===== src/lbr_pkg.sv =====
// ----------------------------------------------------------------------------
// lbr_pkg
// shared codes, types and helpers for the link bring-up retry controller
// ----------------------------------------------------------------------------
package lbr_pkg;

    // node states
    localparam logic [2:0] ST_UNCONF = 3'd0;
    localparam logic [2:0] ST_PAIR   = 3'd1;
    localparam logic [2:0] ST_CONF   = 3'd2;
    localparam logic [2:0] ST_OPER   = 3'd3;
    localparam logic [2:0] ST_ERR    = 3'd4;
    localparam logic [2:0] ST_REPAIR = 3'd5;

    // event codes
    localparam logic [3:0] EV_BOOT          = 4'd0;
    localparam logic [3:0] EV_CONFIG_FOUND  = 4'd1;
    localparam logic [3:0] EV_NO_CONFIG     = 4'd2;
    localparam logic [3:0] EV_PAIR_START    = 4'd3;
    localparam logic [3:0] EV_PAIR_CONFIG   = 4'd4;
    localparam logic [3:0] EV_LINK_UP       = 4'd5;
    localparam logic [3:0] EV_LINK_FAIL     = 4'd6;
    localparam logic [3:0] EV_API_OK        = 4'd7;
    localparam logic [3:0] EV_API_FAIL      = 4'd8;
    localparam logic [3:0] EV_RESET         = 4'd9;
    localparam logic [3:0] EV_ERROR         = 4'd10;
    localparam logic [3:0] EV_RETRY_TIMEOUT = 4'd11;
    localparam logic [3:0] EV_RETRIES_OUT   = 4'd12;
    localparam logic [3:0] EV_NEW_CREDS     = 4'd13;
    localparam logic [3:0] EV_OLD_LINK      = 4'd14;
    localparam logic [3:0] EV_RETRY_TICK    = 4'd15;

    localparam int          STATE_W       = 3;
    localparam int          COUNT_W       = 5;
    localparam int          DELAY_W       = 26;
    localparam logic [3:0]  RETRY_LIMIT_RESET = 4'd5;
    localparam logic [4:0]  COUNT_CEILING = 5'd16;
    localparam logic [25:0] DELAY_BASE_MS = 26'd1000;

    typedef logic [STATE_W-1:0] state_t;
    typedef logic [COUNT_W-1:0] count_t;

    // outcome of one event
    typedef struct packed {
        state_t state;
        count_t count;
        logic   changed;
    } step_t;

    // saturating retry increment
    function automatic count_t bump(input count_t c);
        return (c >= COUNT_CEILING) ? COUNT_CEILING : count_t'(c + 5'd1);
    endfunction

    // backoff, 1000 ms shifted left by the count
    function automatic logic [DELAY_W-1:0] backoff_ms(input count_t c);
        return DELAY_BASE_MS << c;
    endfunction

endpackage


===== src/lbr_next.sv =====
// ----------------------------------------------------------------------------
// lbr_next
// transition table and retry counter update for one event
// ----------------------------------------------------------------------------
module lbr_next
    import lbr_pkg::*;
(
    input  state_t     state,
    input  count_t     count,
    input  logic [3:0] retry_limit,
    input  logic [3:0] event_code,
    output step_t      step
);

    state_t nxt;
    count_t cnt;
    count_t bumped;
    count_t max_ext;

    assign bumped  = bump(count);
    assign max_ext = {1'b0, retry_limit};

    always_comb
    begin
        nxt = state;
        cnt = count;
        unique case (state)
            ST_UNCONF:
            begin
                if (event_code == EV_CONFIG_FOUND)    nxt = ST_CONF;
                else if (event_code == EV_PAIR_START) nxt = ST_PAIR;
                else if (event_code == EV_ERROR)      nxt = ST_ERR;
            end
            ST_PAIR:
            begin
                if (event_code == EV_PAIR_CONFIG || event_code == EV_LINK_UP)
                    nxt = ST_CONF;
                else if (event_code == EV_LINK_FAIL || event_code == EV_ERROR)
                    nxt = ST_ERR;
                else if (event_code == EV_RESET)
                    nxt = ST_UNCONF;
            end
            ST_CONF:
            begin
                if (event_code == EV_LINK_UP)
                begin
                    cnt = '0;
                end
                else if (event_code == EV_API_OK)
                begin
                    cnt = '0;
                    nxt = ST_OPER;
                end
                else if (event_code == EV_LINK_FAIL)
                begin
                    cnt = bumped;
                    if (bumped >= max_ext)
                        nxt = ST_REPAIR;
                end
                else if (event_code == EV_API_FAIL || event_code == EV_ERROR)
                begin
                    nxt = ST_ERR;
                end
                else if (event_code == EV_RESET)
                begin
                    nxt = ST_UNCONF;
                end
            end
            ST_OPER:
            begin
                if (event_code == EV_LINK_FAIL)
                    nxt = ST_CONF;
                else if (event_code == EV_API_FAIL || event_code == EV_ERROR)
                    nxt = ST_ERR;
                else if (event_code == EV_RESET)
                    nxt = ST_UNCONF;
            end
            ST_ERR:
            begin
                if (event_code == EV_RETRY_TIMEOUT)
                begin
                    if (count < max_ext)
                    begin
                        cnt = bumped;
                        nxt = ST_CONF;
                    end
                    else
                    begin
                        nxt = ST_REPAIR;
                    end
                end
                else if (event_code == EV_RETRIES_OUT)
                begin
                    nxt = ST_REPAIR;
                end
                else if (event_code == EV_RESET)
                begin
                    cnt = '0;
                    nxt = ST_UNCONF;
                end
                else if (event_code == EV_LINK_UP)
                begin
                    cnt = '0;
                    nxt = ST_CONF;
                end
                else if (event_code == EV_PAIR_START)
                begin
                    nxt = ST_PAIR;
                end
            end
            ST_REPAIR:
            begin
                if (event_code == EV_NEW_CREDS || event_code == EV_OLD_LINK ||
                    event_code == EV_PAIR_CONFIG || event_code == EV_LINK_UP)
                begin
                    cnt = '0;
                    nxt = ST_CONF;
                end
                else if (event_code == EV_RESET)
                begin
                    cnt = '0;
                    nxt = ST_UNCONF;
                end
            end
            default:
            begin
                nxt = state;
                cnt = count;
            end
        endcase
    end

    assign step.state   = nxt;
    assign step.count   = cnt;
    assign step.changed = (nxt != state);

endmodule


===== src/link_bringup_retry_fsm_core.sv =====
// ----------------------------------------------------------------------------
// link_bringup_retry_fsm_core
// network node bring-up controller with retry counter and backoff delay
// ----------------------------------------------------------------------------
// Each event word yields exactly one result word: the new node state, the
// retry count, the backoff delay (1000 ms shifted left by the count), a flag
// for a real state change and the state before the event. An event is taken
// into an input register, runs through the transition table and counter
// update and lands in the result register, so one event is accepted per
// clock as long as results are taken; out_valid rises when the event enters
// the result register. The retry limit is written through the cfg port,
// which is always ready, and resets to 5; write it only while idle.
// ----------------------------------------------------------------------------
module link_bringup_retry_fsm_core
    import lbr_pkg::*;
(
    input  logic                clk,
    input  logic                rst_n,

    // retry limit register write
    input  logic                cfg_valid,
    output logic                cfg_ready,
    input  logic [3:0]          retry_limit,

    // event channel
    input  logic                in_valid,
    output logic                in_stall,
    input  logic [3:0]          event_code,

    // result channel
    output logic                out_valid,
    input  logic                out_stall,
    output logic [STATE_W-1:0]  node_state,
    output logic [COUNT_W-1:0]  retry_count,
    output logic [DELAY_W-1:0]  retry_delay_ms,
    output logic                state_changed,
    output logic [STATE_W-1:0]  previous_state
);

    // config register
    logic [3:0] retry_limit_reg;

    // input stage
    logic       ev_valid_reg;
    logic [3:0] ev_reg;

    // controller state
    state_t     state_reg;
    count_t     count_reg;

    // result stage
    logic                out_valid_reg;
    state_t              node_state_reg;
    count_t              retry_count_reg;
    logic [DELAY_W-1:0]  delay_reg;
    logic                changed_reg;
    state_t              prev_state_reg;

    step_t      step;
    logic       res_free;
    logic       ev_advance;
    logic       in_take;

    assign cfg_ready = 1'b1;

    // result slot opens when empty or being drained this cycle
    assign res_free   = !out_valid_reg || !out_stall;
    assign ev_advance = ev_valid_reg && res_free;
    assign in_stall   = ev_valid_reg && !res_free;
    assign in_take    = in_valid && !in_stall;

    lbr_next u_next (
        .state       (state_reg),
        .count       (count_reg),
        .retry_limit (retry_limit_reg),
        .event_code  (ev_reg),
        .step        (step)
    );

    always_ff @(posedge clk or negedge rst_n)
    begin
        if (!rst_n)
        begin
            retry_limit_reg <= RETRY_LIMIT_RESET;
        end
        else if (cfg_valid && cfg_ready)
        begin
            retry_limit_reg <= retry_limit;
        end
    end

    // input register, refilled as the held word moves on
    always_ff @(posedge clk or negedge rst_n)
    begin
        if (!rst_n)
        begin
            ev_valid_reg <= 1'b0;
        end
        else if (in_take)
        begin
            ev_valid_reg <= 1'b1;
        end
        else if (ev_advance)
        begin
            ev_valid_reg <= 1'b0;
        end
    end

    always_ff @(posedge clk)
    begin
        if (in_take)
        begin
            ev_reg <= event_code;
        end
    end

    // state and counter commit when the event enters the result register
    always_ff @(posedge clk or negedge rst_n)
    begin
        if (!rst_n)
        begin
            state_reg <= ST_UNCONF;
            count_reg <= '0;
        end
        else if (ev_advance)
        begin
            state_reg <= step.state;
            count_reg <= step.count;
        end
    end

    always_ff @(posedge clk or negedge rst_n)
    begin
        if (!rst_n)
        begin
            out_valid_reg <= 1'b0;
        end
        else if (res_free)
        begin
            out_valid_reg <= ev_valid_reg;
        end
    end

    always_ff @(posedge clk)
    begin
        if (ev_advance)
        begin
            node_state_reg  <= step.state;
            retry_count_reg <= step.count;
            delay_reg       <= backoff_ms(step.count);
            changed_reg     <= step.changed;
            prev_state_reg  <= state_reg;
        end
    end

    assign out_valid      = out_valid_reg;
    assign node_state     = node_state_reg;
    assign retry_count    = retry_count_reg;
    assign retry_delay_ms = delay_reg;
    assign state_changed  = changed_reg;
    assign previous_state = prev_state_reg;

endmodule


===== config.mk =====
export PLATFORM = sky130hd
export DESIGN_NAME = link_bringup_retry_fsm_core
export DESIGN_NICKNAME = d
export VERILOG_FILES = /design/src/lbr_pkg.sv /design/src/lbr_next.sv /design/src/link_bringup_retry_fsm_core.sv
export SDC_FILE = /design/constraint.sdc
export NUM_CORES = 1
export LEC_CHECK = 0
export ABC_CLOCK_PERIOD_IN_PS = 2500
export BUFFER_PORTS_ARGS = -buffer_cell sky130_fd_sc_hd__buf_2
export CAP_MARGIN = 0
export CELL_PAD_IN_SITES_DETAIL_PLACEMENT = 0
export CELL_PAD_IN_SITES_GLOBAL_PLACEMENT = 1
export CORE_UTILIZATION = 30
export CTS_CLUSTER_SIZE = 14
export DETAILED_ROUTE_END_ITERATION = 12
export PLACE_DENSITY_LB_ADDON = 0.1
export SLEW_MARGIN = 20
export SYNTH_ARGS = -nofsm -noshare
export SYNTH_HDL_FRONTEND = slang
export SYNTH_HIERARCHICAL = 1
export SYNTH_SLANG_ARGS = --single-unit

===== constraint.sdc =====
create_clock -name clk -period 2.5 [get_ports clk]
set_clock_uncertainty 0.1 [all_clocks]
set_input_delay 0.75 -clock clk [delete_from_list [all_inputs] [get_ports clk]]
set_output_delay 0.75 -clock clk [all_outputs]
set_load 0.05 [all_outputs]

==> implementation parameters <==
Parameter                              Value

Critical path
  Data required time of the worst path ... 2.45 ns
  Crit path arrival time ... 2.69 ns
  Crit Path Category ... reg2reg
  CP max FO ... 3
  Nature of the critical path endpoint ... register
  Kind of launch point of the worst setup path ... register

GRT
  Pin count of the biggest net entering global routing ... 19
  Number of global-route vias before repair ... 2477
  Global router's overall resource usage ... 0.154
  Number of antenna violations at the first check in global routing ... 0
  Overflow left after global routing ... 0
  First-pass GRT wire length ... 12400 um

Route
  Number of optimization iterations in the first detailed-route pass ... 4
  Count of vias placed by the detailed router ... 2610
  Drt wl/cell ... 14.1 um
  Vias per cell ... 4.69
  DR DRC count ... 0
  Final routed wirelength across all metal layers ... 7850 um
  Number of nets with antenna violations after detailed routing ... 0
  Drt first-iter violations ... 145

STA
  Final setup viols ... 33
  Endpoints failing hold ... 0
  PnR worst setup slack ... -0.234 ns
  Setup TNS ... -3.57 ns
  RSZ-0062 raised after global routing ... yes
  Top achievable clock speed ... 366 MHz
  Worst-margin pin slew ... 0.578 ns
  Tcrit/Tclk final ... 1.09
  Worst rel slew slack ... 0.614
  Max Slew Vio Count ... 0
  Post-route minimum period ... 2.73 ns

Clocking
  H-Tree Depth ... 2
  CTS root buffer ... sky130_fd_sc_hd__clkbuf_8
  Latest clock arrival within the worst-skew pair ... 0.31 ns
  Number of buffers on the longest clock path ... 2
  Clock tree from TritonCTS ... built
  Number of sinks handled by clock tree synthesis ... 53
  Number of CTS-inserted buffers ... 5
  Clock transition at the registers of the reported paths ... 0.11 ns

Pwr
  Reported leakage power ... 1.99 nW
  Peak ir drop on the vdd network ... 417 uV
  Total power density per cell area ... 778 mW/mm^2

Cells and area
  Area growth from synthesis to final layout ... 54.5%
  Most common library cell in the layout ignoring fill and taps ... sky130_fd_sc_hd__buf_4
  Count of inserted antenna diode cells ... 0
  Fraction of final layout cells sized beyond drive strength 1 ... 0.589
  Sequential cell area ... 0.00153 sq mm
  Fillcell total ... 914
  Nets ... 444
  Number of flip-flops in the largest register ... 23
  Commonest cells after routing, fill and taps aside ... sky130_fd_sc_hd__buf_4 (82), sky130_fd_sc_hd__buf_2 (49), sky130_fd_sc_hd__edfxtp_1 (39)
  Area used by multi-input combinational logic ... 0.00171 sq mm

Run status
  Violations in the final reports ... setup timing
  Result of the run ... finished, violations left

Floorplan
  Area of the core ... 0.00977 sq mm
  Number of rows created at floorplan ... 36
  Die Y ... 102 um
  Initial Utilization ... 0.309
  Horizontal extent of the die ... 102 um
  IO Count ... 54
  Die area ... 0.0105 sq mm

Place
  HPWL after detailed placement ... 5520 um
  Gp weighted congestion ... 0.849
  Worst slack after detailed placement ... -0.429 ns
  Number of input and output port buffers inserted ... 49

Yosys
  Predominant post-synthesis flop cell ... sky130_fd_sc_hd__edfxtp_1
  Async set or reset register ratio after synthesis ... 0.264
  Warnings, synthesis ... 6
  Synthesized instance count ... 277
  Number of flip-flops and latches in the synthesized netlist ... 53
  Post-Synthesis Mean Instance Area ... 10.9 sq um
  Post-synthesis sequential area ratio ... 0.504
  Post-synth EDFFs ... 39
  Distinct cell type count of the synthesized netlist ... 63
  Synth Cell Area ... 0.00302 sq mm

Run
  Max-cap check violation count ... 0

Worst hold path
  Path class of the lowest-slack min-delay path ... in2async
-- routing by layer --
| metal | GRT usage | up-vias | routed length, um |
|---|---|---|---|
| li1 | - | 1318 | - |
| met1 | 0.217 | 1226 | 3910 |
| met2 | 0.243 | 56 | 3580 |
| met3 | 0.0267 | 10 | 252 |
| met4 | 0.0374 | 0 | 102 |
| met5 | 0 | - | 0 |
-- worst max-delay path, stage by stage, from the launching register on --
cell,delay (ns)
sky130_fd_sc_hd__dfrtp_1,0.40
sky130_fd_sc_hd__buf_6,0.13
sky130_fd_sc_hd__ha_4,0.16
sky130_fd_sc_hd__xnor2_2,0.15
sky130_fd_sc_hd__nor2_2,0.06
sky130_fd_sc_hd__ha_1,0.30
sky130_fd_sc_hd__a21o_1,0.16
sky130_fd_sc_hd__a31oi_1,0.17
sky130_fd_sc_hd__o22ai_2,0.11
sky130_fd_sc_hd__a211o_1,0.25
sky130_fd_sc_hd__and3_1,0.17
sky130_fd_sc_hd__a311oi_1,0.21
sky130_fd_sc_hd__nand3_1,0.11
-- cell families after synthesis --
| logic type | count (synthesis) | synth area share |
|---|---|---|
| XOR/XNOR | 3 | 0.00869 |
| buffers and inverters | 33 | 0.0621 |
| flip-flops | 53 | 0.504 |
| multiplexers | 14 | 0.0513 |
| other | 2 | 0.00248 |
| AND/OR/NAND/NOR | 88 | 0.158 |
| adder cells (fa/ha/maj) | 9 | 0.0373 |
| AO/OA/AOI/OAI | 75 | 0.176 |
-- final cells by class --
type                    count  area share
inverters                  13      0.0105
flip-flops and latches     53       0.327
well taps                 133      0.0356
clock inverters             3     0.00536
repair buffers            154       0.242
clock buffers               5      0.0147
multi-input cells         195       0.365
-- where the power goes --
group | switching [W] | internal, W | leakage, nW | total (W)
Combinational | 0.00110 | 0.000849 | 1.41 | 0.00195
Clock | 0.000306 | 0.000203 | 0.0447 | 0.000509
Sequential | 0.0000581 | 0.00112 | 0.539 | 0.00118
-- cells in the mapped netlist (all sizes together), types with 2 or more instances --
master	count	area [sq um]
ha	9	113
dfstp	2	52.6
nand2	15	58.8
nand3	9	45.0
a21o	5	37.5
a211oi	2	15.0
nor2b	8	50.1
or2	6	37.5
a31oi	5	31.3
xnor2	2	17.5
o221ai	3	26.3
nand2b	8	57.6
a21oi	17	85.1
mux2i	2	20.0
conb	2	7.51
a311oi	2	17.5
o211ai	3	22.5
edfxtp	39	1170
nor3	2	10.0
dfrtp	12	300
clkbuf	2	7.51
o31ai	3	27.5
or3	2	12.5
inv	12	45.0
a22oi	2	15.0
buf	18	131
o22ai	6	37.5
and2	3	18.8
a22o	3	26.3
nand4	2	12.5
nor3b	3	27.5
mux2	12	135
nor2	24	90.1
o21ai	12	60.1
-- metrics by stage --
| stage | power, W | area [sq um] | cells | util | hold WS [ns] |
|---|---|---|---|---|---|
| 3_3_place_gp | 0.00285 | 3960 | 519 | 0.405 | 0.362 |
| 2_1_floorplan | 0.00222 | 3090 | 279 | - | 0.352 |
| 6_report | 0.00363 | 4670 | 556 | 0.478 | 0.228 |
| 4_1_cts | 0.00358 | 4540 | 552 | 0.465 | 0.242 |
| 5_1_grt | 0.00383 | 4670 | 556 | 0.478 | 0.249 |
| 3_5_place_dp | 0.00284 | 3960 | 519 | 0.405 | 0.367 |
-- final timing paths --
| check | startpoint | endpoint | slack (ns) | depth (start not counted) |
|---|---|---|---|---|
| min | rst_n | count_reg[3] | 0.23 | 1 |
| max reg2reg | count_reg[1] | state_changed | -0.23 | 12 |
| max | count_reg[1] | state_changed | -0.23 | 12 |
| max in group asynchronous | rst_n | retry_limit_reg[0] | 1.76 | 1 |
| min in group clk | ev_valid_reg | out_valid | 0.39 | 1 |
| min reg2reg | ev_valid_reg | out_valid | 0.39 | 1 |
-- what timing repair did --
| item | 4_1_cts | 5_1_grt |
|---|---|---|
| buffers inserted | 22 | 4 |
| setup endpoints to repair | 31 | 38 |
| endpoints found under the hold margin | 0 | 0 |
| pin swaps | 22 | 15 |
| hold buffers | 0 | 0 |
| cloned | 3 | 0 |
| gates resized for setup | 68 | 23 |
Power figures use the tool's default switching activity.
